## config.mk

```make
export PLATFORM = sky130hd
export DESIGN_NAME = lifsu_update
export DESIGN_NICKNAME = d
export VERILOG_FILES = /design/src/rtl/core/lifsu_pkg.sv /design/src/rtl/core/lifsu_update.sv
export VERILOG_INCLUDE_DIRS = /design/src /design/src/rtl/core
export SDC_FILE = /design/constraint.sdc
export NUM_CORES = 2
export LEC_CHECK = 0
export BUFFER_PORTS_ARGS = -buffer_cell sky130_fd_sc_hd__buf_2
export CORE_ASPECT_RATIO = 1.5
export CORE_MARGIN = 5
export CORE_UTILIZATION = 51
export CTS_CLUSTER_SIZE = 12
export DETAILED_ROUTE_END_ITERATION = 6
export GPL_ROUTABILITY_DRIVEN = 0
export PLACE_DENSITY = 0.67
export SKIP_CTS_REPAIR_TIMING = 1
export SLEW_MARGIN = 20
export SYNTH_ARGS = -nofsm -noshare
export SYNTH_HDL_FRONTEND = slang
export SYNTH_SLANG_ARGS = --single-unit
```

## constraint.sdc

```tcl
create_clock -name clk -period 22.5 [get_ports clk]
set_clock_uncertainty 0.1 [all_clocks]
set_input_delay 3.375 -clock clk [delete_from_list [all_inputs] [get_ports clk]]
set_output_delay 3.375 -clock clk [all_outputs]
set_load 0.1 [all_outputs]
```

## src/rtl/core/assert_macros.svh

```systemverilog
// Assertion helpers shared by the RTL files.
`ifndef ASSERT_MACROS_SVH
`define ASSERT_MACROS_SVH

// Check a condition that must hold at every clock edge out of reset.
`define ASSERT_ALWAYS(lbl, clk, rst_n, prop) \
  lbl: assert property (@(posedge clk) disable iff (!rst_n) (prop)) \
    else $error("assertion violated");

// Check a condition that must never be seen out of reset.
`define ASSERT_NEVER(lbl, clk, rst_n, prop) \
  lbl: assert property (@(posedge clk) disable iff (!rst_n) !(prop)) \
    else $error("forbidden condition seen");

`endif

```

## src/rtl/core/lifsu_pkg.sv

```systemverilog
package lifsu_pkg;

  // Field widths of the item and result beats
  localparam int VALUE_W    = 16;
  localparam int IDX_W      = 10;
  localparam int MODE_W     = 2;
  localparam int DECAY_W    = 16;
  localparam int KEEP_W     = DECAY_W + 1;
  localparam int SUM_W      = VALUE_W + 8;
  localparam int FRAC_SHIFT = 16;

  // Configuration port
  localparam int CFG_ADDR_W = 3;
  localparam int CFG_DATA_W = 32;

  localparam logic REG_DECAY     = 1'b0;
  localparam logic REG_THRESHOLD = 1'b1;

  localparam logic [DECAY_W-1:0]        DECAY_RST = 16'd58982;
  localparam logic signed [VALUE_W-1:0] THR_RST   = 16'sd4096;
  localparam logic [KEEP_W-1:0]         DECAY_ONE = 17'h10000;

  // Item modes
  localparam logic [MODE_W-1:0] MODE_WRITE = 2'd0;
  localparam logic [MODE_W-1:0] MODE_SPIKE = 2'd1;
  localparam logic [MODE_W-1:0] MODE_EOS   = 2'd2;

  // Result queue
  localparam int            OUTQ_CNT_W = 2;
  localparam logic [OUTQ_CNT_W-1:0] OUTQ_FULL = 2'd2;

  typedef struct packed {
    logic [MODE_W-1:0]        mode;
    logic [IDX_W-1:0]         spike_index;
    logic signed [VALUE_W-1:0] weight_value;
  } in_item_t;

  typedef struct packed {
    logic signed [VALUE_W-1:0] membrane;
    logic                      was_reset;
  } out_item_t;

  typedef struct packed {
    logic [DECAY_W-1:0]        decay;
    logic signed [VALUE_W-1:0] threshold;
  } cfg_regs_t;

  // What the first pipeline stage holds
  typedef struct packed {
    logic spike;
    logic eos;
  } s1_ctl_t;

endpackage

```

## src/rtl/core/lifsu_update.sv

```systemverilog
`include "assert_macros.svh"

module lifsu_update import lifsu_pkg::*; (
  input  logic                      clk,
  input  logic                      rst_n,
  input  cfg_regs_t                 cfg,
  input  s1_ctl_t                   s1_ctl,
  input  logic signed [VALUE_W-1:0] weight,
  output logic                      res_vld,
  output out_item_t                 res_data,
  output logic                      s2_eos
);

  localparam int PK_W  = KEEP_W + SUM_W + 1;
  localparam int PM_W  = DECAY_W + VALUE_W + 1;
  localparam int ACC_W = PK_W + 1;
  localparam int SH_W  = ACC_W - FRAC_SHIFT;
  localparam logic signed [ACC_W-1:0] ROUND_HALF = ACC_W'(32768);

  logic signed [SUM_W-1:0]   sum_r, sum_nxt;
  logic signed [VALUE_W-1:0] membrane_r;
  logic signed [SUM_W:0]     sum_add;
  logic signed [SUM_W-1:0]   sum_sat;

  logic [KEEP_W-1:0]       keep;
  logic signed [PK_W-1:0]  p_keep, p_keep_r;
  logic signed [PM_W-1:0]  p_mem, p_mem_r;
  logic                    fired, fired_r;
  logic                    s2_eos_r;

  logic signed [ACC_W-1:0]   acc;
  logic signed [SH_W-1:0]    acc_sh;
  logic                      mem_ovf;
  logic signed [VALUE_W-1:0] mem_new;

  // Stage 1: saturating accumulate of the fetched weight
  assign sum_add = (SUM_W+1)'(sum_r) + (SUM_W+1)'(weight);

  always_comb begin
    if (sum_add[SUM_W] != sum_add[SUM_W-1]) begin
      sum_sat = sum_add[SUM_W] ? {1'b1, {(SUM_W-1){1'b0}}} : {1'b0, {(SUM_W-1){1'b1}}};
    end else begin
      sum_sat = sum_add[SUM_W-1:0];
    end
  end

  always_comb begin
    sum_nxt = sum_r;
    if (s1_ctl.eos) begin
      sum_nxt = '0;
    end else if (s1_ctl.spike) begin
      sum_nxt = sum_sat;
    end
  end

  // Stage 1 of end of step: both products, registered
  assign keep   = DECAY_ONE - KEEP_W'(cfg.decay);
  assign p_keep = $signed({1'b0, keep}) * sum_r;
  assign p_mem  = $signed({1'b0, cfg.decay}) * membrane_r;
  assign fired  = membrane_r > cfg.threshold;

  always_ff @(posedge clk) begin
    if (s1_ctl.eos) begin
      p_keep_r <= p_keep;
      p_mem_r  <= fired ? '0 : p_mem;
      fired_r  <= fired;
    end
  end

  // Stage 2: add, round half up, saturate
  assign acc     = ACC_W'(p_keep_r) + ACC_W'(p_mem_r) + ROUND_HALF;
  assign acc_sh  = SH_W'(acc >>> FRAC_SHIFT);
  assign mem_ovf = !((&acc_sh[SH_W-1:VALUE_W-1]) || !(|acc_sh[SH_W-1:VALUE_W-1]));

  always_comb begin
    if (mem_ovf) begin
      mem_new = acc_sh[SH_W-1] ? {1'b1, {(VALUE_W-1){1'b0}}} : {1'b0, {(VALUE_W-1){1'b1}}};
    end else begin
      mem_new = acc_sh[VALUE_W-1:0];
    end
  end

  always_ff @(posedge clk) begin
    if (!rst_n) begin
      sum_r      <= '0;
      membrane_r <= '0;
      s2_eos_r   <= 1'b0;
    end else begin
      sum_r    <= sum_nxt;
      s2_eos_r <= s1_ctl.eos;
      if (s2_eos_r) begin
        membrane_r <= mem_new;
      end
    end
  end

  assign res_vld            = s2_eos_r;
  assign res_data.membrane  = mem_new;
  assign res_data.was_reset = fired_r;
  assign s2_eos             = s2_eos_r;

  // The membrane read in stage 1 must already hold the previous step's result
  `ASSERT_NEVER(a_eos_no_overlap, clk, rst_n, s1_ctl.eos && s2_eos_r)

endmodule

```

* Yosys cells after proc, flatten, opt, wreduce, memory -nomap -nowiden
Index checks and enable logic that the tools add are counted.
** Storage, ports and cells
- Flip-flop bits (word level) :: 117
- Input bits :: 52
- Output and inout port bits :: 19
** Operators by class
- $add $sub $neg :: 4
- $mul :: 2
- Order comparisons :: 1
- Equal/unequal tests :: 1
- Mux-type cells :: 4
- Bitwise operators :: 1
- Reduce and logical (&&, ||, !) cells :: 5
** Operators with widths (count)
- 24-bit two-way mux :: 2
- 42-bit by 33-bit adder with 43-bit output :: 1
- 43-bit by 17-bit adder with 43-bit output, second input constant :: 1
- 18-bit by 24-bit multiplier with 42-bit output :: 1
- 17-bit by 16-bit multiplier with 33-bit output :: 1
- 16-bit two-way mux :: 2
- 24-bit by 16-bit adder with 25-bit output :: 1
- 17-bit by 16-bit subtractor with 17-bit output, first input constant :: 1
- 16-bit > comparator :: 1
- 12-bit AND reduction :: 1
- 12-bit OR reduction :: 1
- 2-bit OR reduction :: 1
- 1-bit logical NOT :: 1
- 1-bit logical OR :: 1
- 1-bit inequality test :: 1
- 1-bit NOT :: 1

* Depth between registers and ports, before layout
- Word-level depth :: 6
- Gate-level depth with buffers :: 33
- Gate-level depth less buffers :: 31

* Least setup slack after synthesis
Ideal clock, no wire load.
- Path kind :: input -> register
- Start point :: input port cfg[19] in the netlist's numbering
- End point :: register p_keep_r[40] (data pin)
- Setup time :: 0.258 ns
- Arrival time :: 10.836 ns
- Required time :: 22.142 ns
- Path slack :: 11.307 ns
- Cell stages on the path :: 30
- Cell sequence :: clkbuf_1 -> or4_1 -> nor2_1 -> nand2_1 -> or2_2 -> nor4_1 -> xnor2_1 -> clkbuf_1 -> nand2_1 -> fa_1 -> inv_1 -> fa_1 -> fa_1 -> fa_1 -> fa_1 -> inv_1 -> fa_1 -> inv_1 -> ha_1 -> a21o_1 -> a21o_1 -> a21o_1 -> a21o_1 -> a21o_1 -> o41a_1 -> o21ba_2 -> a2111o_1 -> a21o_1 -> a21oi_1 -> xnor2_1
** On the way
- Word-level cells in the longest chain between the ends :: 2
** RTL lines
- from (decl) :: RTL line lifsu_update.sv:6 : input cfg_regs_t cfg,
- 17-bit by 16-bit subtractor with 17-bit output :: RTL line lifsu_update.sv:57 : assign keep = DECAY_ONE - KEEP_W'(cfg.decay);
- 18-bit by 24-bit multiplier with 42-bit output :: RTL line lifsu_update.sv:58 : assign p_keep = $signed({1'b0, keep}) * sum_r;
- net p_keep[40] :: RTL line lifsu_update.sv:26 : logic signed [PK_W-1:0] p_keep, p_keep_r;
- to (signal assigned) :: RTL line lifsu_update.sv:64 : p_keep_r <= p_keep;
- to (decl) :: RTL line lifsu_update.sv:26
The timed path passes the listed nets, and every way through them passes these cells.
A chain may end at the register's enable or synchronous reset.

* Final worst setup path
- Start point :: input port cfg[18] in the netlist's numbering
- End point :: register p_keep_r[40] (data pin)
Same word-level chain as after synthesis.

==> impl_metrics.ini <==
[synthesis]
syn_inst = 3534
syn_area_sq_um = 31800
ys.flop_type = edfxtp_1
synth_edf_count = 76
ys_ff_latch = 117
seq_area_frac_synth = 0.0975
syn_nets = 4528
post_synth.cell_area_avg_sq_um = 9.00
ys_warn_count = 0
synth_cell_types = 82
async_flop_share = 0

[setup_path]
crit_top_cell = fa_1
crit_arrival_ns = 12.27
worst-path-buf-inv = 7
worstSetupStartpointType = primary input
regToRegStartpoint = sum_r[10]$_SDFFE_PP0P_
crit_required_ns = 22.59
end_kind = flop
cp_max_fo = 24
crit_type = in -> reg
slowest_delay_ns = 0.65
r2r-end = p_keep_r[40]$_DFFE_PP_
r2r_setup_slack_ns = 14.26
slowest_stage = nor3_1
ff2ff_path_depth = 23
critical-path-top-delay-family = adder cells

[finish]
nNetsFinal = 4499
antenna_cells = 0
area_delta_synth_final_pct = 5.52
nFillCells = 5696
drive_gt1_frac = 0.0574
fin_area_sq_um = 33600

[floorplanning]
fp.dieH_um = 316
row_count = 112
initial_core_util = 0.513
die_w_um = 214
fp.coreArea_sq_um = 62100
ios = 71
dieArea_sq_um = 67600

[status]
status = finished clean

[grt]
antenna_found_initial = 1
grt_max_degree = 72
first_global_vias = 26428
grt_use_total = 0.257
grt_pass1_wl_um = 138000
grt-ovfl-total = 0

[cts]
h-tree-depth = 4
clk_latency_ns = 0.45
path_clk_slew_ns = 0.07
cts_buffers = 17
cts.sinks = 117
clockBufferDepth = 2
tritoncts = yes
cts_root_buf = clkbuf_16

[sta]
final.min_clock_period_ns = 12.18
fmax_ghz = 0.0821
fin_setup_tns_ns = 0
rsz0062_at_grt = no
setup_viol = 0
slew_viol_final = 0
hold_violations = 0
worst_pin_slew_ns = 1.13
slew_headroom = 0.247
finalCritPeriodShare = 0.541

[power]
powerDensity_nw_per_um2 = 105
p_leak_uw = 0.0170
vdd_ir_drop_max_mv = 0.0811

[run]
cap_violations = 0

[min_path]
min_from = membrane_r[9]$_SDFFE_PN0P_
hp-class = reg -> reg
holdPathEnd = membrane_r[9]$_SDFFE_PN0P_
whs_path_depth = 2

[routing]
dr.pass1.iters = 5
drc = 0
vias = 23910
drt-initial-drc-count = 1281
routed_via_density = 5.54
ant_nets = 0
totalWireLength_um = 83500
routedWlPerCell_um = 19.4

[place]
hpwl_um = 67600
portBuffers = 70
postPlaceCellArea_sq_um = 33000
cell usage after synthesis, types with 9 or more instances:
| master | number | area share |
|---|---|---|
| xnor2_1 | 86 | 0.024 |
| ha_1 | 346 | 0.14 |
| a21o_1 | 53 | 0.013 |
| a221o_1 | 24 | 0.0076 |
| o21ai_0 | 59 | 0.0093 |
| nand3b_1 | 17 | 0.0040 |
| and2_1 | 231 | 0.045 |
| nand3_1 | 42 | 0.0066 |
| inv_1 | 754 | 0.089 |
| and3_1 | 26 | 0.0051 |
| a21oi_1 | 105 | 0.017 |
| dfxtp_1 | 41 | 0.026 |
| fa_1 | 596 | 0.37 |
| o31ai_1 | 9 | 0.0021 |
| a211oi_1 | 14 | 0.0033 |
| nor3_1 | 27 | 0.0042 |
| edfxtp_1 | 76 | 0.072 |
| clkbuf_1 | 153 | 0.018 |
| a31oi_1 | 12 | 0.0024 |
| nand2b_1 | 32 | 0.0063 |
| nand4_1 | 16 | 0.0031 |
| nand2_1 | 472 | 0.056 |
| o21a_1 | 22 | 0.0052 |
| nor2b_1 | 28 | 0.0055 |
| xor2_1 | 35 | 0.0096 |
| nor2_1 | 96 | 0.011 |
| o21bai_1 | 9 | 0.0021 |
| nor4_1 | 10 | 0.0020 |
| mux2_4 | 10 | 0.0047 |
| o211ai_1 | 22 | 0.0052 |
cells in the final DEF (no fill, tap or decap), types with 5 or more instances in the layout:
master     instances
and3_1            26
or3_1              6
inv_1            754
o21a_1            22
nor3_1            25
and2_1           231
nand4_1           16
buf_2             69
nor4_1            10
edfxtp_1          76
a211oi_1          13
nand3b_1          17
dfxtp_1           41
a211o_1            5
buf_4             48
xnor2_2            6
a31o_2             5
a21oi_1          105
o21bai_1           9
fa_1             596
clkbuf_16         17
a221o_1           24
mux2_4            10
o211ai_1          22
nor2b_1           28
xnor2_1           78
o21ai_0           59
a31oi_1           12
nand2b_1          32
o31ai_1            9
ha_1             346
nand3_1           42
nor2_1            96
or4_1              5
nand2_1          472
o21ai_1            5
xor2_1            32
mux2_2             5
or2_2              5
a21o_1            53
worst max-delay path by stage:
stage,start,depth (start not counted),slack (ns),endpoint
after detailed placement,cfg[18],33,9.99,p_keep_r[40]$_DFFE_PP_
after global routing,cfg[18],33,9.81,p_keep_r[40]$_DFFE_PP_
after CTS,cfg[18],33,10.45,p_keep_r[40]$_DFFE_PP_
after global placement,cfg[18],33,10.12,p_keep_r[40]$_DFFE_PP_
final,cfg[18],33,10.32,p_keep_r[40]$_DFFE_PP_
after floorplan,cfg[19],30,11.31,p_keep_r[40]$_DFFE_PP_
report_power, final:
part | switching (uW) | internal (uW) | total (uW) | leakage, uW
combinational | 1770 | 1070 | 2850 | 0.0157
clock | 120 | 152 | 272 | 0.000269
sequential | 69.3 | 353 | 422 | 0.00110
registers in the layout (all words and copies together), names as in the netlist:
register,flops
p_keep_r,42
p_mem_r,33
sum_r,24
membrane_r,16
fired_r,1
res_vld,1
through the flow:
stage / utilization / instances / hold slack (ns) / power, uW / setup slack, ns
5_1_grt: 0.541 / 4316 / 0.440 / 3910 / 9.81
4_1_cts: 0.541 / 4316 / 0.405 / 3550 / 10.45
2_1_floorplan: - / 3534 / 0.421 / 2550 / 11.31
3_3_place_gp: 0.532 / 4284 / 0.388 / 3220 / 10.12
3_5_place_dp: 0.532 / 4284 / 0.391 / 3240 / 9.99
6_report: 0.541 / 4316 / 0.406 / 3540 / 10.32
per-layer routing:
layer	share of wire	track usage	vias to the layer above
met3	0.056	0.0351	235
met2	0.53	0.485	770
li1	-	-	10887
met5	0	0	-
met4	0.048	0.110	0
met1	0.37	0.290	12018
layout make-up:
cell class                      instances  area, sq um  share of cell area
Clock buffer                           17          425              0.0127
Multi-Input combinational cell       2498        25400               0.756
Clock inverter                         15          131             0.00391
Timing Repair Buffer                  117          706              0.0210
Sequential cell                       117         3100              0.0924
Tap cell                              798          998              0.0297
Inverter                              754         2830              0.0843
kinds of logic (layout without fill, tap and decap cells):
logic type	count (synthesis)	in the layout	synth area share
compound gates	387	387	0.0834
xor+xnor	122	122	0.0338
fa+ha+maj	942	942	0.511
buf+inv	919	903	0.110
flops	117	117	0.0975
mux	19	19	0.00775
simple gates	1028	1028	0.157
worst reg2reg max path: stages (launching register included):
cell and delay (ns):
dfxtp_1 0.98, nand2_1 0.19, fa_1 0.55, fa_1 0.54, inv_1 0.06, fa_1 0.49
inv_1 0.05, fa_1 0.53, inv_1 0.05, fa_1 0.49, fa_1 0.43, ha_1 0.37
a21o_1 0.20, a21o_1 0.18, a21oi_1 0.20, o21ai_0 0.12, nor3_1 0.65, a21oi_1 0.30
o41a_1 0.48, o21ba_2 0.25, a2111o_1 0.36, a21o_1 0.15, a21oi_1 0.16, xnor2_1 0.09
Power figures use the tool's default switching activity.
