File: src/rtl/core/assert_macros.svh
// Assertion helpers shared by the RTL files.
`ifndef ASSERT_MACROS_SVH
`define ASSERT_MACROS_SVH

// Check a condition that must hold at every clock edge out of reset.
`define ASSERT_ALWAYS(lbl, clk, rst_n, prop) \
  lbl: assert property (@(posedge clk) disable iff (!rst_n) (prop)) \
    else $error("assertion violated");

// Check a condition that must never be seen out of reset.
`define ASSERT_NEVER(lbl, clk, rst_n, prop) \
  lbl: assert property (@(posedge clk) disable iff (!rst_n) !(prop)) \
    else $error("forbidden condition seen");

`endif

File: src/rtl/core/lifsu_pkg.sv
package lifsu_pkg;

  // Field widths of the item and result beats
  localparam int VALUE_W    = 16;
  localparam int IDX_W      = 10;
  localparam int MODE_W     = 2;
  localparam int DECAY_W    = 16;
  localparam int KEEP_W     = DECAY_W + 1;
  localparam int SUM_W      = VALUE_W + 8;
  localparam int FRAC_SHIFT = 16;

  // Configuration port
  localparam int CFG_ADDR_W = 3;
  localparam int CFG_DATA_W = 32;

  localparam logic REG_DECAY     = 1'b0;
  localparam logic REG_THRESHOLD = 1'b1;

  localparam logic [DECAY_W-1:0]        DECAY_RST = 16'd58982;
  localparam logic signed [VALUE_W-1:0] THR_RST   = 16'sd4096;
  localparam logic [KEEP_W-1:0]         DECAY_ONE = 17'h10000;

  // Item modes
  localparam logic [MODE_W-1:0] MODE_WRITE = 2'd0;
  localparam logic [MODE_W-1:0] MODE_SPIKE = 2'd1;
  localparam logic [MODE_W-1:0] MODE_EOS   = 2'd2;

  // Result queue
  localparam int            OUTQ_CNT_W = 2;
  localparam logic [OUTQ_CNT_W-1:0] OUTQ_FULL = 2'd2;

  typedef struct packed {
    logic [MODE_W-1:0]        mode;
    logic [IDX_W-1:0]         spike_index;
    logic signed [VALUE_W-1:0] weight_value;
  } in_item_t;

  typedef struct packed {
    logic signed [VALUE_W-1:0] membrane;
    logic                      was_reset;
  } out_item_t;

  typedef struct packed {
    logic [DECAY_W-1:0]        decay;
    logic signed [VALUE_W-1:0] threshold;
  } cfg_regs_t;

  // What the first pipeline stage holds
  typedef struct packed {
    logic spike;
    logic eos;
  } s1_ctl_t;

endpackage

File: src/rtl/core/lifsu_cfg.sv
module lifsu_cfg import lifsu_pkg::*; (
  input  logic                  clk,
  input  logic                  rst_n,
  input  logic                  psel,
  input  logic                  penable,
  input  logic                  pwrite,
  input  logic [CFG_ADDR_W-1:0] paddr,
  input  logic [CFG_DATA_W-1:0] pwdata,
  output logic [CFG_DATA_W-1:0] prdata,
  output logic                  pready,
  output cfg_regs_t             cfg
);

  cfg_regs_t cfg_r, cfg_nxt;
  logic      wr_en;
  logic      reg_sel;

  assign pready  = 1'b1;
  assign wr_en   = psel & penable & pwrite & pready;
  assign reg_sel = paddr[2];

  always_comb begin
    cfg_nxt = cfg_r;
    if (wr_en) begin
      case (reg_sel)
        REG_DECAY:     cfg_nxt.decay     = pwdata[DECAY_W-1:0];
        REG_THRESHOLD: cfg_nxt.threshold = $signed(pwdata[VALUE_W-1:0]);
        default:       cfg_nxt = cfg_r;
      endcase
    end
  end

  always_ff @(posedge clk) begin
    if (!rst_n) begin
      cfg_r.decay     <= DECAY_RST;
      cfg_r.threshold <= THR_RST;
    end else begin
      cfg_r <= cfg_nxt;
    end
  end

  always_comb begin
    case (reg_sel)
      REG_DECAY:     prdata = CFG_DATA_W'(cfg_r.decay);
      REG_THRESHOLD: prdata = CFG_DATA_W'(cfg_r.threshold);
      default:       prdata = '0;
    endcase
  end

  assign cfg = cfg_r;

endmodule

File: config.mk
export PLATFORM = sky130hd
export DESIGN_NAME = lifsu_cfg
export DESIGN_NICKNAME = d
export VERILOG_FILES = /design/src/rtl/core/assert_macros.svh /design/src/rtl/core/lifsu_pkg.sv /design/src/rtl/core/lifsu_cfg.sv
export SDC_FILE = /design/constraint.sdc
export NUM_CORES = 1
export LEC_CHECK = 0
export BUFFER_PORTS_ARGS = -buffer_cell sky130_fd_sc_hd__buf_2
export CAP_MARGIN = 0
export CORE_UTILIZATION = 35
export DETAILED_ROUTE_END_ITERATION = 10
export PLACE_DENSITY_LB_ADDON = 0.1
export SLEW_MARGIN = 10
export SYNTH_ARGS = -nofsm -noshare
export SYNTH_HDL_FRONTEND = slang
export SYNTH_SLANG_ARGS = --single-unit
File: constraint.sdc
create_clock -name clk -period 0.91 [get_ports clk]
set_input_delay 0.0455 -clock clk [delete_from_list [all_inputs] [get_ports clk]]
set_output_delay 0.0455 -clock clk [all_outputs]
set_load 0.005 [all_outputs]
## After elaboration in Yosys (flattened, before gate mapping)

Cells that the tools add are included.

- Multiplexer cells: 1
- Bitwise logic cells: 3
- Reductions and logical operators: 2

Operators by type and width:

| kind | count |
|---|---|
| 32-bit one-hot mux with 2 select lines | 1 |
| 2-bit AND reduction | 2 |
| 1-bit bitwise AND | 2 |
| 1-bit inverter | 1 |

- Bits in registers: 32
- Bits of input ports: 40
- Logic and storage cells: 8

## Longest topological paths before layout

Gate-level depths: netlist (run 1).

- Depth in word-level cells: 3
- Depth in mapped cells: 4
- Depth with buffers taken out: 2

## Worst setup path after synthesis (run 1)

No wires, ideal clock.

- Kind: in2out
- Start: input paddr[2]
- End: output prdata[17]
- Data arrival time: 0.937 ns
- Data required time: 0.864 ns
- Setup slack: -0.073 ns
- Cell stages on the path: 4
- Path buffers: 3
- Cell sequence: buf_4 > buf_4 > and2_1 > buf_4

- Longest elaborated chain between the ends: 2

RTL lines:

| item | line | text |
|---|---|---|
| from (decl) | lifsu_cfg.sv:7 | `input logic [CFG_ADDR_W-1:0] paddr,` |
| 1-bit inverter | - |  |
| 32-bit one-hot mux with 2 select lines (*) | lifsu_cfg.sv:43 | `case (reg_sel)` |
| to (decl) | lifsu_cfg.sv:9 | `output logic [CFG_DATA_W-1:0] prdata,` |

Mark *: on every way between the ends. The rest lies on a longest branch, timed or not.

## Worst setup path after layout (run 1)

- Start: register cfg_r, in the netlist cfg[15]
- End: output prdata[15]

- Longest elaborated chain between the ends: 1

RTL lines:

| item | line | text |
|---|---|---|
| from (decl) | lifsu_cfg.sv:14 | `cfg_regs_t cfg_r, cfg_nxt;` |
| from (signal assigned) | lifsu_cfg.sv:38 | `cfg_r <= cfg_nxt;` |
| 32-bit one-hot mux with 2 select lines | lifsu_cfg.sv:43 |  |

No other way between the ends.

==> results of run 1 <==
per-stage QoR:
step	setup TNS (ns)	worst slack, ns	hold WS (ns)	util
4_1_cts	-3.87	-0.134	0.00241	0.549
3_3_place_gp	-0.116	-0.0189	0.310	0.456
3_5_place_dp	-0.393	-0.0442	0.316	0.456
2_1_floorplan	0	0.0669	0.188	-
5_1_grt	-4.96	-0.173	0.00831	0.603
6_report	-3.62	-0.135	0.00751	0.603
final timing paths:
kind	startpoint	to	depth (start not counted)
worst min-delay path	pwdata[6]	cfg[6]$_SDFFE_PN0P_	3
worst min register to register	cfg[16]$_SDFFE_PN0P_	cfg[16]$_SDFFE_PN0P_	2
worst max-delay path	cfg[15]$_SDFFE_PN0P_	prdata[15]	2
worst max register to register	cfg[29]$_SDFFE_PN1P_	cfg[29]$_SDFFE_PN1P_	3
per-layer routing:
layer / vias to the layer above / share of wire
li1: 732 / -
met1: 675 / 0.48
met5: - / 0
met2: 63 / 0.44
met3: 5 / 0.068
met4: 0 / 0.012
timing repair:
item,CTS,global route
resized for setup,51,46
endpoints found under the setup margin,32,50
buffers inserted,21,1
pin swaps,1,0
gates cloned,1,0
logic make-up after synthesis:
kind of cell,after synthesis
buffers and inverters,27
and+or+nand+nor,62
other,1
muxes,48
DFF,32
worst max-delay path, cell delays in order (launching register included):
cell,delay [ns]
dfxtp_4,0.35
mux2_4,0.26
buf_6,0.11
synth_stat cells:
cell type   n  area [um^2]
dfxtp_1    32          641
mux2_2     16          180
and4b_1     1         10.0
clkbuf_1    3         11.3
buf_2       3         15.0
buf_8       2         30.0
and2_1      1         6.26
conb_1      1         3.75
nor2b_1    20          125
buf_4      18          135
buf_6       1         11.3
nand2_1    38          143
mux2i_1    32          320
nand4_2     1         12.5
and4_4      1         11.3
final cells by class:
cell class              count  area share
well taps                  52      0.0243
clock buffers               6      0.0271
repair buffers            113       0.356
flip-flops and latches     32       0.255
multi-input cells         112       0.325
clock inverters             2      0.0131
power by group:
| part | internal, mW | switching [mW] |
|---|---|---|
| combinational | 0.307 | 0.198 |
| clock | 0.812 | 0.527 |
| sequential | 1.43 | 0.0213 |
| total | 2.55 | 0.746 |
==> summary.md, run 1 <==
| Metric | Value |
|---|---|
| Final Cycle Share | `1.15` |
| Clock tree from TritonCTS | `yes` |
| Worst-Skew Late Latency | `0.28 ns` |
| Die height | `70.8 um` |
| PwrDens | `1230 nW/um^2` |
| CTS hold repair buffers | `0` |
| Failing checks | `DRC, setup timing` |
| Global routing usage on met1 | `0.209` |
| Worst-path maximum fanout | `5` |
| Post-synthesis cell count | `170` |
| Largest net degree at the start of global routing | `between 40 and 50` |
| First-pass GRT wire length | `between 6 and 7 mm` |
| Yosys cell types | `15` |
| Iteration-0 DRC Markers | `50` |
| Post-route clock skew | `0 ns` |
| Gr ovfl total | `0` |
| Critical path capture point type | `output pin` |
| Buffers on Ports | `85` |
| Fillers | `391` |
| Setup ws final | `-0.135 ns` |
| Post-DP HPWL | `around 2.4 mm` |
| Cell count after placement | `between 200 and 300` |
| Syn Nets | `between 200 and 250` |
| GPL Wtd Cong | `about 0.64` |
| Tmin final | `approximately 1.0 ns` |
| Largest family of logic cells by synthesized area | `multiplexers` |
| Post-synthesis compound-gate area fraction | `0` |
| Worst setup SP type | `flop` |
| Count of final max-slew check failures | `0` |
| Layout cells sized above 1 | `0.649` |
| Power Total | `roughly 3.3 mW` |
| FF+latch area | `~700 um^2` |
| Die W | `between 70 and 80 um` |
| Post-route cell area | `roughly 2700 um^2` |
| GRT met2 Usage | `0.240` |
| Area Growth Syn to Fin | `61.9%` |
| Final non-filler cell total | `~320` |
| Max_cap viols | `0` |
| Htree depth | `2` |
| Highest clock rate | `about 960 MHz` |
| Clk root buf | `clkbuf_8` |
| Cts bufs inserted | `5` |
| Final setup fails | `32` |
| # DRC | `16` |
| Grt met3 use | `0.0456` |
| Yosys reg bits | `32` |
| Critical Path AT | `1.00 ns` |
| Commonest non-fill, non-tap cells in the layout | `buf_6 (50), buf_2 (48), nand2_1 (38), mux2i_1 (32), dfxtp_2 (31)` |
| DR vias | `1,475` |
| Reg2reg setup slack | `0.18 ns` |
| Multi-input gate area | `between 800 and 900 um^2` |
| Initial antenna violation count | `0` |
| Crit Path Class | `flop to output pin` |
| TritonRoute pass-1 iters | `7` |
| Routed WL per cell | `~12 um` |
| Outcome | `complete, but fails checks` |
| Min-delay worst type | `input pin to flop` |
| # IOs | `about 110` |
| Final nets | `between 300 and 400` |
| XOR/XNOR share of the synthesized area | `0` |
| Busiest grt layer | `met2` |
| Ys Warns | `0` |
| Antenna diodes | `0` |
| DP Area | `2030 um^2` |
| Sequential-to-total area share from yosys stat | `0.387` |
| Clock Path Buffers | `2` |
| Area of the die | `between 5000 and 6000 um^2` |
| Synth Area per Inst | `9.74 um^2` |
| Req. time, crit path | `~0.86 ns` |
| Leading cell type in the layout, fill and taps excluded | `buf_6` |
| Adder-cell share of the synthesized area | `0` |
| Number of global-route vias before repair | `1,285` |
| Total track usage | `0.156` |
| Mux cell area share after synthesis | `0.302` |
| Largest register FFs | `32` |
| Clk sinks | `32` |
| Initial Util | `0.372` |
| Core ar. | `roughly 4400 um^2` |
| Pleak | `between 1 and 1.5 nW` |
| RSZ-0062 raised after global routing | `yes` |
| Placement Rows | `24` |
| Peak VDD IR | `between 0.6 and 0.7 mV` |
| Routed Antenna Nets | `0` |
| Clk slew on worst S/H paths | `0.07 ns` |
| WL final | `just under 4 mm` |
| Final hold violations | `0` |
| DR vias/cell | `approximately 4.7` |
| Post-Synth Simple-Gate Area | `0.186` |
| Mapped cell area | `1660 um^2` |
Power figures use the tool's default switching activity.
==> run 2: changes to the inputs <==
--- a/config.mk
+++ b/config.mk
@@ -5,10 +5,13 @@
 export SDC_FILE = /design/constraint.sdc
 export NUM_CORES = 1
 export LEC_CHECK = 0
+export ABC_AREA = 1
 export BUFFER_PORTS_ARGS = -buffer_cell sky130_fd_sc_hd__buf_2
 export CAP_MARGIN = 0
 export CORE_UTILIZATION = 35
+export CTS_CLUSTER_DIAMETER = 120
 export DETAILED_ROUTE_END_ITERATION = 10
+export MAX_ROUTING_LAYER = met4
 export PLACE_DENSITY_LB_ADDON = 0.1
 export SLEW_MARGIN = 10
 export SYNTH_ARGS = -nofsm -noshare
==> summary.md, run 2 <==
| Metric | Value |
|---|---|
| TritonRoute pass-1 iters | `7 (unchanged)` |
| Number of synthesized flops with an enable pin | `0 (unchanged)` |
| Top cells by area, synth | `dfxtp_1 (38%), nand2_1 (20%), nor2_1 (9.6%) (was dfxtp_1 (39%), mux2i_1 (19%), mux2_2 (11%))` |
| Pleak | `1.34 nW (was 1.26 nW)` |
| Final hold violations | `0 (unchanged)` |
| Placement Setup Slack | `0.0295 ns (was -0.0442 ns)` |
| Max_cap viols | `0 (unchanged)` |
| Crit Path Class | `flop to output pin (unchanged)` |
| Worst path max stage delay | `0.33 ns (was 0.35 ns)` |
| Clk slew on worst S/H paths | `0.07 ns (about the same)` |
| Area of the die | `5080 um^2 (was 5010 um^2)` |
| Mapped cell area | `1680 um^2 (was 1660 um^2)` |
| # DRC | `5 (was 16)` |
| Commonest non-fill, non-tap cells in the layout | `nand2_1 (84), buf_2 (83), nor2_1 (43), nand3_1 (32), dfxtp_2 (31) (was buf_6 (50), buf_2 (48), nand2_1 (38), mux2i_1 (32), dfxtp_2 (31))` |
| Buffers on Ports | `85 (unchanged)` |
| CP Buf/Inv Count | `2 (was 1)` |
| Worst Setup SP | `cfg[15]$_SDFFE_PN0P_ (unchanged)` |
| Reg2reg setup slack | `0.20 ns (was 0.18 ns)` |
| Cts bufs inserted | `5 (unchanged)` |
| Peak VDD IR | `0.809 mV (was 0.654 mV)` |
| Slowest CP cell | `dfxtp_2 (was dfxtp_4)` |
| RSZ-0062 raised after global routing | `yes (unchanged)` |
| Die W | `71.3 um (was 70.8 um)` |
| Critical Path AT | `0.93 ns (was 1.00 ns)` |
| Worst path cell trace | `nand2_4 -> clkinv_4 -> buf_2 (was mux2_4 -> buf_6)` |
| Ys Warns | `0 (unchanged)` |
| Most common cell in the synthesized netlist | `nand2_1 (unchanged)` |
| Largest register FFs | `32 (unchanged)` |
| Worst setup SP type | `flop (unchanged)` |
| Layout cells sized above 1 | `0.444 (was 0.649)` |
| Failing checks | `DRC, setup timing (unchanged)` |
| Post-DP HPWL | `2.88 mm (was 2.42 mm)` |
| Initial Util | `0.375 (was 0.372)` |
| Clock tree from TritonCTS | `yes (unchanged)` |
| Routed Antenna Nets | `0 (unchanged)` |
| Tmin final | `0.971 ns (was 1.05 ns)` |
| Ys async rst share | `0 (unchanged)` |
| Clock Path Buffers | `2 (unchanged)` |
| Total track usage | `0.182 (was 0.156)` |
| WHS Endpoint | `cfg[16]$_SDFFE_PN0P_ (was cfg[6]$_SDFFE_PN0P_)` |
| Outcome | `complete, but fails checks (unchanged)` |
| DR vias | `1,738 (was 1,475)` |
| Critical path capture point type | `output pin (unchanged)` |
| Top delay family on crit path | `flip-flops (unchanged)` |
| Highest clock rate | `1030 MHz (was 957 MHz)` |
| Synth Area per Inst | `6.64 um^2 (was 9.74 um^2)` |
| Min-delay worst type | `input pin to flop (unchanged)` |
| Post-route clock skew | `0 ns (unchanged)` |
| Reg2reg path depth | `3 (unchanged)` |
| Hold Startpoint | `pwdata[0] (was pwdata[6])` |
| Final setup fails | `17 (was 32)` |
| Post-synthesis cell count | `253 (was 170)` |
| Routed WL per cell | `10.9 um (was 12.3 um)` |
| Worst-Skew Late Latency | `0.28 ns (about the same)` |
| Largest net degree at the start of global routing | `33 (was 46)` |
| Antenna diodes | `0 (unchanged)` |
| Most used DFF post-synth | `dfxtp_1 (unchanged)` |
| Iteration-0 DRC Markers | `80 (was 50)` |
| Synth area leader | `dfxtp_1 (unchanged)` |
| First-pass GRT wire length | `6.89 mm (was 6.09 mm)` |
| Setup ws final | `-0.0605 ns (was -0.135 ns)` |
| Hold WS | `0.0903 ns (was 0.00751 ns)` |
| R2r startpoint | `cfg[15]$_SDFFE_PN0P_ (was cfg[29]$_SDFFE_PN1P_)` |
| PwrDens | `1350 nW/um^2 (was 1230 nW/um^2)` |
| Post-synth top area share | `0.382 (was 0.387)` |
| Die height | `71.3 um (was 70.8 um)` |
| Yosys reg bits | `32 (unchanged)` |
| Clk root buf | `clkbuf_8 (unchanged)` |
| Final nets | `379 (was 304)` |
| GPL Wtd Cong | `0.694 (was 0.644)` |
| Syn Nets | `293 (was 210)` |
| Post-synth top cells | `nand2_1 (90), nor2_1 (43), dfxtp_1 (32), nand3_1 (32), inv_1 (18) (was nand2_1 (38), dfxtp_1 (32), mux2i_1 (32))` |
| DR vias/cell | `4.43 (was 4.65)` |
| WL final | `4.27 mm (was 3.91 mm)` |
| Fillers | `484 (was 391)` |
| Final Cycle Share | `1.07 (was 1.15)` |
| Reg2reg end | `cfg[15]$_SDFFE_PN0P_ (was cfg[29]$_SDFFE_PN1P_)` |
| Yosys cell types | `18 (was 15)` |
| Sequential-to-total area share from yosys stat | `0.382 (was 0.387)` |
| Count of final max-slew check failures | `0 (unchanged)` |
| Worst-path maximum fanout | `8 (was 5)` |
| Htree depth | `2 (unchanged)` |
| Clk sinks | `32 (unchanged)` |
| Power Total | `3.16 mW (was 3.30 mW)` |
| Area Growth Syn to Fin | `39.6% (was 61.9%)` |
| # IOs | `105 (unchanged)` |
| Worst Hold Depth | `5 (was 3)` |
| Gr ovfl total | `0 (unchanged)` |
| Core ar. | `4470 um^2 (was 4440 um^2)` |
| Leading cell type in the layout, fill and taps excluded | `nand2_1 (was buf_6)` |
| Initial antenna violation count | `0 (unchanged)` |
| Placement Rows | `24 (unchanged)` |
| Number of global-route vias before repair | `1,469 (was 1,285)` |
| Req. time, crit path | `0.86 ns (about the same)` |
==> run 2: cell types whose count changed after synthesis, sizes merged, moves of 16 or more <==
cell	previous run	this run
mux2i	32	0
nand2	38	91
nand3	0	33
nor2b	20	0
nor2	0	47
inv	0	19
mux2	16	0
==> run 2: layout make-up <==
| cell class | count | area (um^2) | share of cell area |
|---|---|---|---|
| timing repair inverter | 1 | 6.26 | 0.00267 |
| clock buffer | 6 | 82.6 | 0.0352 |
| timing repair buffer | 107 | 653 | 0.279 |
| clock inverter | 2 | 10.0 | 0.00427 |
| inverter | 19 | 78.8 | 0.0336 |
| tap | 52 | 65.1 | 0.0277 |
| multi-input combinational | 173 | 769 | 0.328 |
| sequential | 32 | 679 | 0.290 |
==> run 2: how the worst max path moves through the flow <==
stage / slack [ns] / endpoint / cells after the start
after floorplan: 0.12 / prdata[17] / 5
after global placement: 0.04 / cfg[3]$_SDFFE_PN0P_ / 5
after detailed placement: 0.03 / cfg[14]$_SDFFE_PN0P_ / 5
after CTS: -0.08 / prdata[27] / 3
after global routing: -0.10 / prdata[31] / 3
final: -0.06 / prdata[27] / 3
==> run 2: per-layer routing <==
metal,GRT usage,vias to the layer above,routed length [um]
met4,0.0867,0,79
li1,-,922,-
met2,0.280,57,1940
met1,0.231,753,2000
met3,0.0338,6,254
met5,-,-,0
==> run 2: cells by family (layout without fill, tap and decap cells) <==
kind of cell / after synthesis / in the layout / share of synthesized area
simple gates: 171 / 171 / 0.441
flops: 32 / 32 / 0.382
buf+inv: 48 / 135 / 0.172
compound gates: 1 / 1 / 0.00298
other cells: 1 / 1 / 0.00223
==> run 2: what timing repair did <==
item	4_1_cts	5_1_grt
setup endpoints to repair	26	33
pin swaps	0	14
buffers inserted	1	0
gates resized for setup	14	30
hold buffers	10	0
endpoints found under the hold margin	10	0
cloned	0	1
==> run 2: power by group <==
group	switching, mW	internal [mW]	leakage (nW)
Sequential	0.0374	1.46	0.266
Combinational	0.276	0.253	1.02
Clock	0.535	0.603	0.0510
Total	0.849	2.32	1.34
==> run 2: worst register-to-register path: cells and delay by family, from the launching register on <==
family,cells,cell delay (ns)
flops,1,0.33
simple gates,2,0.14
buf+inv,1,0.13
==> run 2: metrics by stage <==
step	setup TNS, ns	cells	cell area [um^2]	utilization
2_1_floorplan	0	253	1680	-
3_3_place_gp	0	372	2060	0.461
3_5_place_dp	0	372	2060	0.461
4_1_cts	-1.24	391	2290	0.511
5_1_grt	-1.79	392	2340	0.524
6_report	-0.857	392	2340	0.524
