**src/rtl/core/assert_macros.svh**
```systemverilog
// Assertion helpers shared by the RTL files.
`ifndef ASSERT_MACROS_SVH
`define ASSERT_MACROS_SVH

// Check a condition that must hold at every clock edge out of reset.
`define ASSERT_ALWAYS(lbl, clk, rst_n, prop) \
  lbl: assert property (@(posedge clk) disable iff (!rst_n) (prop)) \
    else $error("assertion violated");

// Check a condition that must never be seen out of reset.
`define ASSERT_NEVER(lbl, clk, rst_n, prop) \
  lbl: assert property (@(posedge clk) disable iff (!rst_n) !(prop)) \
    else $error("forbidden condition seen");

`endif

```
**src/rtl/core/lifsu_pkg.sv**
```systemverilog
package lifsu_pkg;

  // Field widths of the item and result beats
  localparam int VALUE_W    = 16;
  localparam int IDX_W      = 10;
  localparam int MODE_W     = 2;
  localparam int DECAY_W    = 16;
  localparam int KEEP_W     = DECAY_W + 1;
  localparam int SUM_W      = VALUE_W + 8;
  localparam int FRAC_SHIFT = 16;

  // Configuration port
  localparam int CFG_ADDR_W = 3;
  localparam int CFG_DATA_W = 32;

  localparam logic REG_DECAY     = 1'b0;
  localparam logic REG_THRESHOLD = 1'b1;

  localparam logic [DECAY_W-1:0]        DECAY_RST = 16'd58982;
  localparam logic signed [VALUE_W-1:0] THR_RST   = 16'sd4096;
  localparam logic [KEEP_W-1:0]         DECAY_ONE = 17'h10000;

  // Item modes
  localparam logic [MODE_W-1:0] MODE_WRITE = 2'd0;
  localparam logic [MODE_W-1:0] MODE_SPIKE = 2'd1;
  localparam logic [MODE_W-1:0] MODE_EOS   = 2'd2;

  // Result queue
  localparam int            OUTQ_CNT_W = 2;
  localparam logic [OUTQ_CNT_W-1:0] OUTQ_FULL = 2'd2;

  typedef struct packed {
    logic [MODE_W-1:0]        mode;
    logic [IDX_W-1:0]         spike_index;
    logic signed [VALUE_W-1:0] weight_value;
  } in_item_t;

  typedef struct packed {
    logic signed [VALUE_W-1:0] membrane;
    logic                      was_reset;
  } out_item_t;

  typedef struct packed {
    logic [DECAY_W-1:0]        decay;
    logic signed [VALUE_W-1:0] threshold;
  } cfg_regs_t;

  // What the first pipeline stage holds
  typedef struct packed {
    logic spike;
    logic eos;
  } s1_ctl_t;

endpackage

```
**src/rtl/core/lifsu_outq.sv**
```systemverilog
`include "assert_macros.svh"

module lifsu_outq import lifsu_pkg::*; (
  input  logic                  clk,
  input  logic                  rst_n,
  input  logic                  push,
  input  out_item_t             push_data,
  output logic                  out_valid,
  input  logic                  out_stall,
  output out_item_t             out_data,
  output logic [OUTQ_CNT_W-1:0] cnt
);

  out_item_t                ent_r [2];
  logic                     wr_ptr_r, rd_ptr_r;
  logic [OUTQ_CNT_W-1:0]    cnt_r, cnt_nxt;
  logic                     pop;

  assign out_valid = cnt_r != '0;
  assign pop       = out_valid & ~out_stall;
  assign out_data  = ent_r[rd_ptr_r];

  always_comb begin
    cnt_nxt = cnt_r;
    if (push && !pop) begin
      cnt_nxt = cnt_r + 1'b1;
    end else if (pop && !push) begin
      cnt_nxt = cnt_r - 1'b1;
    end
  end

  always_ff @(posedge clk) begin
    if (push) begin
      ent_r[wr_ptr_r] <= push_data;
    end
  end

  always_ff @(posedge clk) begin
    if (!rst_n) begin
      wr_ptr_r <= 1'b0;
      rd_ptr_r <= 1'b0;
      cnt_r    <= '0;
    end else begin
      cnt_r <= cnt_nxt;
      if (push) begin
        wr_ptr_r <= ~wr_ptr_r;
      end
      if (pop) begin
        rd_ptr_r <= ~rd_ptr_r;
      end
    end
  end

  assign cnt = cnt_r;

  `ASSERT_NEVER(a_outq_no_overflow, clk, rst_n, push && !pop && (cnt_r == OUTQ_FULL))

endmodule

```
**config.mk**
```make
export PLATFORM = sky130hd
export DESIGN_NAME = lifsu_outq
export DESIGN_NICKNAME = d
export VERILOG_FILES = /design/src/rtl/core/lifsu_pkg.sv /design/src/rtl/core/lifsu_outq.sv
export VERILOG_INCLUDE_DIRS = /design/src /design/src/rtl/core
export SDC_FILE = /design/constraint.sdc
export NUM_CORES = 1
export LEC_CHECK = 0
export ABC_CLOCK_PERIOD_IN_PS = 1520
export BUFFER_PORTS_ARGS = -buffer_cell sky130_fd_sc_hd__buf_2
export CELL_PAD_IN_SITES_DETAIL_PLACEMENT = 1
export CELL_PAD_IN_SITES_GLOBAL_PLACEMENT = 1
export CORE_UTILIZATION = 37
export DETAILED_ROUTE_END_ITERATION = 7
export MAX_ROUTING_LAYER = met4
export PLACE_DENSITY = 0.72
export SLEW_MARGIN = 20
export SYNTH_ARGS = -nofsm -noshare
export SYNTH_HDL_FRONTEND = slang
export SYNTH_SLANG_ARGS = --single-unit
```
**constraint.sdc**
```tcl
create_clock -name clk -period 1.52 [get_ports clk]
set_input_delay 0.304 -clock clk [delete_from_list [all_inputs] [get_ports clk]]
set_output_delay 0.304 -clock clk [all_outputs]
set_load 0.02 [all_outputs]
```
======== After elaboration in Yosys (flattened, before gate mapping) ========
Memory sizes are Yosys's and may differ from the RTL's. A register that Yosys moved wholly into a read port is not among the register bits.
Cells that the tools add are included.
storage, ports and cells
  register bits after elaboration ......... 4
  memory bits (writable) .................. 34
  output and inout port bits .............. 20
  word-level logic and storage cells ...... 22
  memories ................................ 1
memories
  memory  depth  width  read ports  clocked after Yosys merged registers in  wr ports  RTL line          text
  ent_r   2      17     1           1                                        1         lifsu_outq.sv:14  out_item_t ent_r [2];
operators by class
  add/subtract/negate cells ............... 2
  muxes and demuxes ....................... 6
  bitwise logic cells ..................... 4
  reduce and logical (&&, ||, !) cells .... 6
operators with widths
  kind                                               number
  two-way mux 1 bit                                  4
  two-way mux 2 bit                                  2
  nonzero test 2 bit                                 2
  inverter 1 bit                                     3
  adder 2 x 1 -> 2 bit (second input constant)       1
  logical AND 1 bit                                  2
  logical NOT 1 bit                                  2
  subtractor 2 x 1 -> 2 bit (second input constant)  1
  AND 1 bit                                          1

======== Depth between registers and ports, before layout ========
Gate-level depths: netlist of run 1.
  word-level depth ........................ 5
  depth in mapped cells ................... 5

======== Worst setup path after synthesis of run 1 ========
Ideal clock, no wire load.
  path type ............................... input -> register
  from .................................... input port push
  to ...................................... memory ent_r[0][0] in the netlist's numbering, enable pin
  library setup time ...................... 394 ps
  arrival time ............................ 1142 ps
  required time ........................... 1126 ps
  path slack .............................. -16 ps
  stages .................................. 1
  path buffers ............................ 0
  cells stage by stage .................... nor2b_1
between the ends
  longest elaborated chain between the ends .. 2
ends and longest elaborated chain
  item                                     RTL line          text
  start: declaration                       lifsu_outq.sv:6   input logic push,
  two-way mux 1 bit                        lifsu_outq.sv:33  if (push) begin
  two-way mux 1 bit (not written as such)  lifsu_outq.sv:34  ent_r[wr_ptr_r] <= push_data;
  end: declaration                         lifsu_outq.sv:14
Every way passes these cells.

==> flow_summary.toml, run 1 <==
[run_status]
status = "finished with violations"
failed_checks = "negative setup slack"

[route]
drtAntennaViolNets = 0
drt_pass1_iterations = 4
drc = 0
num_vias = 818
detail_route.wl_per_cell_um = 15.2
first_iter_violations = 31
routed_via_density = 4.73
route.final.wire_length_mm = 2.64

[run]
drv_cap = 0

[pwr]
power_per_cell_area_nw_per_um2 = 1580
power_frac_comb = 0.380
sw_power_mw = 0.945
internal_power_mw = 2.27
p_leak_nw = 0.807
power_frac_clock = 0.198
vdd_drop_max_v = 0.00100
pwr-share-seq = 0.422
power.switching_fraction = 0.294

[sta]
setup_viol = 17
timing.max_slew.rel_slack = 0.796
fin_crit_ps = 1560
skew_ps = 2.53
maxSlewViolCount = 0
final_critical_path_setup_slack_ps = -41.5
grt_setup_unrepaired = "true"
timing.final.hold_violations = 0
final_min_period_over_clock_period = 1.03
worstMarginPinSlew_ps = 304
fmax_mhz = 640

[global_route]
pin_count_of_the_biggest_net_entering_global_routing = 15
residual_overflow_from_global_routing = 0
grt_pass1_vias = 827
number_of_antenna_violations_at_the_first_check_in_global_routing = 0
grt_first_pass_wirelength_mm = 4.12
groute.usage.overall = 0.148

[critical_path]
worstPathArrival_ps = 1260
critical_path_required_ps = 1220
timing.setup.critical_path_class = "reg2out"
crit_fanout = 5
cp-end-kind = "output port"
setup.worst_path.start_class = "flop"

[yosys]
ys_seq_elements = 39
syn-num-nets = 96
synth-xor-area-share = 0.0182
synth_adder_area_share = 0.00868
syn-cell-area_um2 = 1440
synth.yosys.warnings = 0
yosys-mux-area-fraction = 0.133
synthSimpleGateAreaFrac = 0.0347
synth_seq_area_share = 0.778
synth_compound_gate_area_share = 0.0191
syn_avg_cell_area_um2 = 19.5
synth_cell_type_count = 16
largest_family_of_logic_cells_by_synthesized_area = "multiplexers"
synthesized_netlist_cell_count = 74

[finish]
layout.nets = 146
antennaDiodeCount = 0
final_layout_size_suffix_gt1_frac = 0.560
layout.filler_cells = 370
final_core_util = 0.550
instances_no_fill = 173
areaGrowthSynthToFinish_pct = 40.7

[place]
detailed_place_hpwl_mm = 1.80
dpl_worst_slack_ps = 35.9
numPortBuffers = 40
dp.cells = 164
place_congestion = 0.686

[clocking]
number_of_buffers_between_clock_root_and_the_deepest_sink = 2
hold_fix_buffer_count_after_cts = 0
cts_num_sinks = 39
library_cell_used_as_clock_root_buffer = "sky130_fd_sc_hd__clkbuf_8"
ctsHtreeMaxLevel = 2
clk_transition_reported_paths_ps = 70
worstSkewPairLatency_ps = 280
cts_tree = "yes"
cts_buffers = 5

[die]
start_util = 0.391
dieArea_um2 = 4150
floorplan.die.width_um = 64.4
core.rowCount = 22
die_h_um = 64.4
number_of_ports_placed_on_the_die_boundary = 41
fp.coreArea_um2 = 3690

[worst_hold_path]
min-delay-path-class = "in2reg"
## per-layer routing
layer,GRT usage,share of wire
met3,0.0475,0.060
met1,0.160,0.38
met4,0.0750,0.018
met5,-,0
met2,0.243,0.54
## cells in the mapped netlist
master | n | area, µm²
sky130_fd_sc_hd__a21boi_1 | 1 | 7.51
sky130_fd_sc_hd__and2_1 | 4 | 25.0
sky130_fd_sc_hd__buf_2 | 1 | 5.00
sky130_fd_sc_hd__buf_4 | 1 | 7.51
sky130_fd_sc_hd__dfxtp_1 | 5 | 100
sky130_fd_sc_hd__edfxtp_1 | 34 | 1020
sky130_fd_sc_hd__ha_1 | 1 | 12.5
sky130_fd_sc_hd__mux2_2 | 17 | 191
sky130_fd_sc_hd__nor2b_1 | 2 | 12.5
sky130_fd_sc_hd__o21a_1 | 1 | 7.51
sky130_fd_sc_hd__o21ai_0 | 1 | 5.00
sky130_fd_sc_hd__o21bai_1 | 1 | 7.51
sky130_fd_sc_hd__or2_2 | 1 | 6.26
sky130_fd_sc_hd__or3_1 | 1 | 6.26
sky130_fd_sc_hd__xnor2_1 | 2 | 17.5
sky130_fd_sc_hd__xor2_1 | 1 | 8.76
## power groups by stage
stage,combinational (mW),sequential [mW],clock (mW)
floorplan,0.592,1.36,0
global placement,0.869,1.34,0
detailed placement,0.899,1.35,0
CTS,1.21,1.35,0.655
global route,1.28,1.37,0.707
finish,1.22,1.36,0.636
## state kept, by name, summed over array words and instances (netlist names), named ones only
signal / count
ent_r: 34
rd_ptr_r: 1
wr_ptr_r: 1
cnt: 2
## cell families after synthesis
| kind of cell | Yosys count |
|---|---|
| DFF | 39 |
| muxes | 17 |
| and+or+nand+nor | 8 |
| AOI/OAI and AO/OA | 4 |
| xor gates and xnor gates | 3 |
| buffers and inverters | 2 |
| adders and majority gates | 1 |
## final timing paths
kind,start,cells past startpoint,slack [ps],endpoint
worst max-delay path,flop,3,-40,out_data[5]
worst min-delay path,push_data[5],1,210,ent_r[1][5]$_DFFE_PP_
worst max register to register,cnt[0]$_SDFFE_PN0P_,4,60,cnt[1]$_SDFFE_PN0P_
worst min register to register,cnt[1]$_SDFFE_PN0P_,2,560,cnt[1]$_SDFFE_PN0P_
## layout by cell type, fill, tap and decap left out, drive strengths merged
cell type	Yosys	routed
o21a	1	1
clkinv	0	2
ha	1	1
nor2b	2	2
clkbuf	0	6
or2	1	1
o21bai	1	1
dfxtp	5	5
a21boi	1	1
mux2	17	17
xnor2	2	2
edfxtp	34	34
xor2	1	1
buf	2	45
or3	1	1
and2	4	4
o21ai	1	1
## timing repair
item,in CTS,in global routing
gates resized for setup,56,3
buffers inserted,0,0
cloned,1,0
endpoints found under the setup margin,17,17
## area by class of cell
class | instances | area [µm²] | share of cell area
clock buffer | 6 | 72.6 | 0.0358
multi-input combinational | 33 | 374 | 0.184
tap | 48 | 60.1 | 0.0296
timing repair buffer | 45 | 389 | 0.192
clock inverter | 2 | 7.51 | 0.00370
sequential | 39 | 1120 | 0.555
## through the flow
step / hold slack, ps / TNS [ps] / area, µm² / total power, mW
2_1_floorplan: 403 / 0 / 1440 / 1.96
3_3_place_gp: 485 / 0 / 1750 / 2.21
3_5_place_dp: 497 / 0 / 1750 / 2.25
4_1_cts: 198 / -709 / 2020 / 3.22
5_1_grt: 192 / -1170 / 2030 / 3.36
6_report: 206 / -461 / 2030 / 3.21
## critical path, stage by stage (launching register included)
cell and delay (ps):
sky130_fd_sc_hd__dfxtp_4 390, sky130_fd_sc_hd__buf_6 150, sky130_fd_sc_hd__mux2_4 310, sky130_fd_sc_hd__buf_6 130
No activity file was read; power rests on OpenSTA's default activity.
==> run 2, diff against run 1 <==
--- a/config.mk
+++ b/config.mk
@@ -6,6 +6,7 @@
 export SDC_FILE = /design/constraint.sdc
 export NUM_CORES = 1
 export LEC_CHECK = 0
+export ABC_AREA = 1
 export ABC_CLOCK_PERIOD_IN_PS = 1520
 export BUFFER_PORTS_ARGS = -buffer_cell sky130_fd_sc_hd__buf_2
 export CELL_PAD_IN_SITES_DETAIL_PLACEMENT = 1
@@ -14,7 +15,7 @@
 export DETAILED_ROUTE_END_ITERATION = 7
 export MAX_ROUTING_LAYER = met4
 export PLACE_DENSITY = 0.72
-export SLEW_MARGIN = 20
+export SLEW_MARGIN = 10
 export SYNTH_ARGS = -nofsm -noshare
 export SYNTH_HDL_FRONTEND = slang
 export SYNTH_SLANG_ARGS = --single-unit
==> run 2 against run 1 <==
Compared with the run above: the run still ends with negative setup slack left; register-to-register slack improved by 60 ps; clock skew rose by 5.4 ps; flip-flop and latch count did not move; critical endpoint is now out_data[16]; largest power group unchanged; highest routed layer unchanged.
==> flow_summary.toml, run 2 <==
[sta]
final_min_period_over_clock_period = 1.04
fin_tns_setup_ps = -820
worstMarginPinSlew_ps = 231
fin_crit_ps = 1580
timing.max_slew.rel_slack = 0.846
timing.final.hold_violations = 0
skew_ps = 7.90
hold-worst-slack_ps = 198
setup_viol = 17
fmax_mhz = 633
final_critical_path_setup_slack_ps = -59.7
maxSlewViolCount = 0
grt_setup_unrepaired = "true"

[yosys]
synth.yosys.warnings = 0
synth_top_area_cell = "sky130_fd_sc_hd__edfxtp_1"
synthesized_netlist_cell_count = 88
post_synth_main_area_contributors = "sky130_fd_sc_hd__edfxtp_1 (68%), sky130_fd_sc_hd__mux2_4 (9.9%), sky130_fd_sc_hd__dfxtp_1 (6.6%)"
syn-num-nets = 110
synth-edff-count = 34
synth_compound_gate_area_share = 0.00994
synth-xor-area-share = 0
yosys-mux-area-fraction = 0.152
synth_top_flop_cell = "sky130_fd_sc_hd__edfxtp_1"
largest_family_of_logic_cells_by_synthesized_area = "multiplexers"
syn_avg_cell_area_um2 = 17.2
synth_seq_area_share = 0.742
synth_largest_type_area_fraction = 0.676
ys_seq_elements = 39
synth_cell_type_count = 14
async_flop_share = 0
yosys.cell_count.top_type = "sky130_fd_sc_hd__edfxtp_1"
synth_adder_area_share = 0.00829
syn-cell-area_um2 = 1510
synthSimpleGateAreaFrac = 0.0472
synth_commonest_cells = "sky130_fd_sc_hd__edfxtp_1 (34), sky130_fd_sc_hd__mux2_4 (10), sky130_fd_sc_hd__nand2_1 (9)"

[route]
drtAntennaViolNets = 0
route.final.wire_length_mm = 2.94
num_vias = 879
detail_route.wl_per_cell_um = 15.6
first_iter_violations = 14
drt_pass1_iterations = 4
routed_via_density = 4.65
drc = 0

[finish]
final_layout_size_suffix_gt1_frac = 0.518
largest_register = "ent_r"
layout.nets = 162
layout.cells.most_common = "sky130_fd_sc_hd__edfxtp_1"
antennaDiodeCount = 0
areaGrowthSynthToFinish_pct = 36.1
largest_register_ff_count = 34
most_frequent_cells_in_the_layout = "sky130_fd_sc_hd__edfxtp_1 (34), sky130_fd_sc_hd__buf_2 (23), sky130_fd_sc_hd__mux2_4 (17), sky130_fd_sc_hd__buf_6 (17), sky130_fd_sc_hd__nand2_1 (9)"
design_area_um2 = 2060

[die]
start_util = 0.398
fp.coreArea_um2 = 3800
floorplan.die.width_um = 65.9
dieArea_um2 = 4340
number_of_ports_placed_on_the_die_boundary = 41
core.rowCount = 22
die_h_um = 65.9

[clocking]
number_of_buffers_between_clock_root_and_the_deepest_sink = 2
clk_transition_reported_paths_ps = 80
post-cts-setup-buffer-count = 0
cts_buffers = 5
ctsHtreeMaxLevel = 2
cts_num_sinks = 39
library_cell_used_as_clock_root_buffer = "sky130_fd_sc_hd__clkbuf_8"
worstSkewPairLatency_ps = 290
cts_tree = "yes"
hold_fix_buffer_count_after_cts = 0

[critical_path]
slowest_stage = "sky130_fd_sc_hd__dfxtp_4"
path_cells = "buf_8 > mux2_4 > buf_6"
critical_path_required_ps = 1220
r2r_start = "cnt[0]$_SDFFE_PN0P_"
timing.setup.critical_path_class = "reg2out"
worstPathArrival_ps = 1280
crit_path_max_incr_delay_ps = 410
setup.worst_path.start_class = "flop"
cp-end-kind = "output port"
crit_fanout = 6

[pwr]
vdd_drop_max_v = 0.000682
power_per_cell_area_nw_per_um2 = 1240
p_leak_nw = 0.860

[place]
detailed_place_hpwl_mm = 2.04
place_congestion = 0.649
numPortBuffers = 40
placedInstanceArea_um2 = 1800

[global_route]
groute.usage.overall = 0.160
pin_count_of_the_biggest_net_entering_global_routing = 18
grt_pass1_vias = 973
grt_first_pass_wirelength_mm = 4.69
residual_overflow_from_global_routing = 0
number_of_antenna_violations_at_the_first_check_in_global_routing = 0

[worst_hold_path]
min-delay-path-class = "in2reg"
holdCritStartpoint = "push_data[4]"

[run]
drv_cap = 0

[run_status]
status = "finished with violations"
failed_checks = "negative setup slack"
[run 2: changes by cell type in the layout (fill, tap and decap cells not counted), moves of 2 or more]
cell and change:
sky130_fd_sc_hd__inv_1 +8, sky130_fd_sc_hd__xnor2_1 -2, sky130_fd_sc_hd__buf_4 +4, sky130_fd_sc_hd__buf_6 -2
sky130_fd_sc_hd__buf_12 -2, sky130_fd_sc_hd__nor2_1 +6, sky130_fd_sc_hd__nand2_1 +9, sky130_fd_sc_hd__and2_1 -4
sky130_fd_sc_hd__clkinv_1 -2
[run 2: final timing paths]
check | slack (ps) | to | cells after the start
worst max-delay path | -60 | out_data[16] | 3
worst min-delay path | 200 | ent_r[1][4]$_DFFE_PP_ | 1
worst max register to register | 120 | cnt[1]$_SDFFE_PN0P_ | 9
worst min register to register | 540 | wr_ptr_r$_SDFFE_PN0P_ | 2
[run 2: logic make-up (layout without fill, tap and decap cells)]
| group | count (synthesis) | count (layout) |
|---|---|---|
| multiplexers | 17 | 17 |
| flip-flops | 39 | 39 |
| AND/OR/NAND/NOR | 18 | 18 |
| buffers and inverters | 10 | 63 |
| AO/OA/AOI/OAI | 3 | 3 |
| adder cells (fa/ha/maj) | 1 | 1 |
[run 2: area by class of cell]
| cell class | instances | area [µm²] |
|---|---|---|
| Fill cell | 374 | 1740 |
| Timing Repair Buffer | 47 | 399 |
| Clock buffer | 7 | 76.3 |
| Inverter | 8 | 30.0 |
| Tap cell | 48 | 60.1 |
| Multi-Input combinational cell | 39 | 360 |
| Clock inverter | 1 | 5.00 |
| Sequential cell | 39 | 1120 |
[run 2: layer usage]
layer	global-route usage	routed length, µm	up-vias
li1	-	-	416
met1	0.157	1110	426
met2	0.284	1640	32
met3	0.0517	150	5
met4	0.0734	35	0
met5	-	0	-
[run 2: critical path, delay by kind of cell (launching register included)]
kind,cells,cell delay (ps)
buffers and inverters,2,270
flip-flops,1,410
multiplexers,1,310
[run 2: timing repair]
action	CTS	global route
endpoints found under the hold margin	0	0
cloned	1	0
endpoints found under the setup margin	17	18
gates resized for setup	46	1
[run 2: report_power, final]
group          internal [mW]  total (mW)  switching [mW]  leakage (nW)
registers               1.24        1.28          0.0371         0.361
clock network          0.322       0.658           0.337        0.0422
logic                  0.323       0.614           0.291         0.457
total                   1.89        2.55           0.664         0.860
[run 2: stage by stage]
stage	power [mW]	util	instances	setup WS, ps
3_3_place_gp	1.75	0.474	180	147
6_report	2.55	0.541	189	-59.7
5_1_grt	2.68	0.541	189	-107
2_1_floorplan	1.61	-	88	46.6
4_1_cts	2.58	0.540	189	-80.9
3_5_place_dp	1.78	0.474	180	96.3
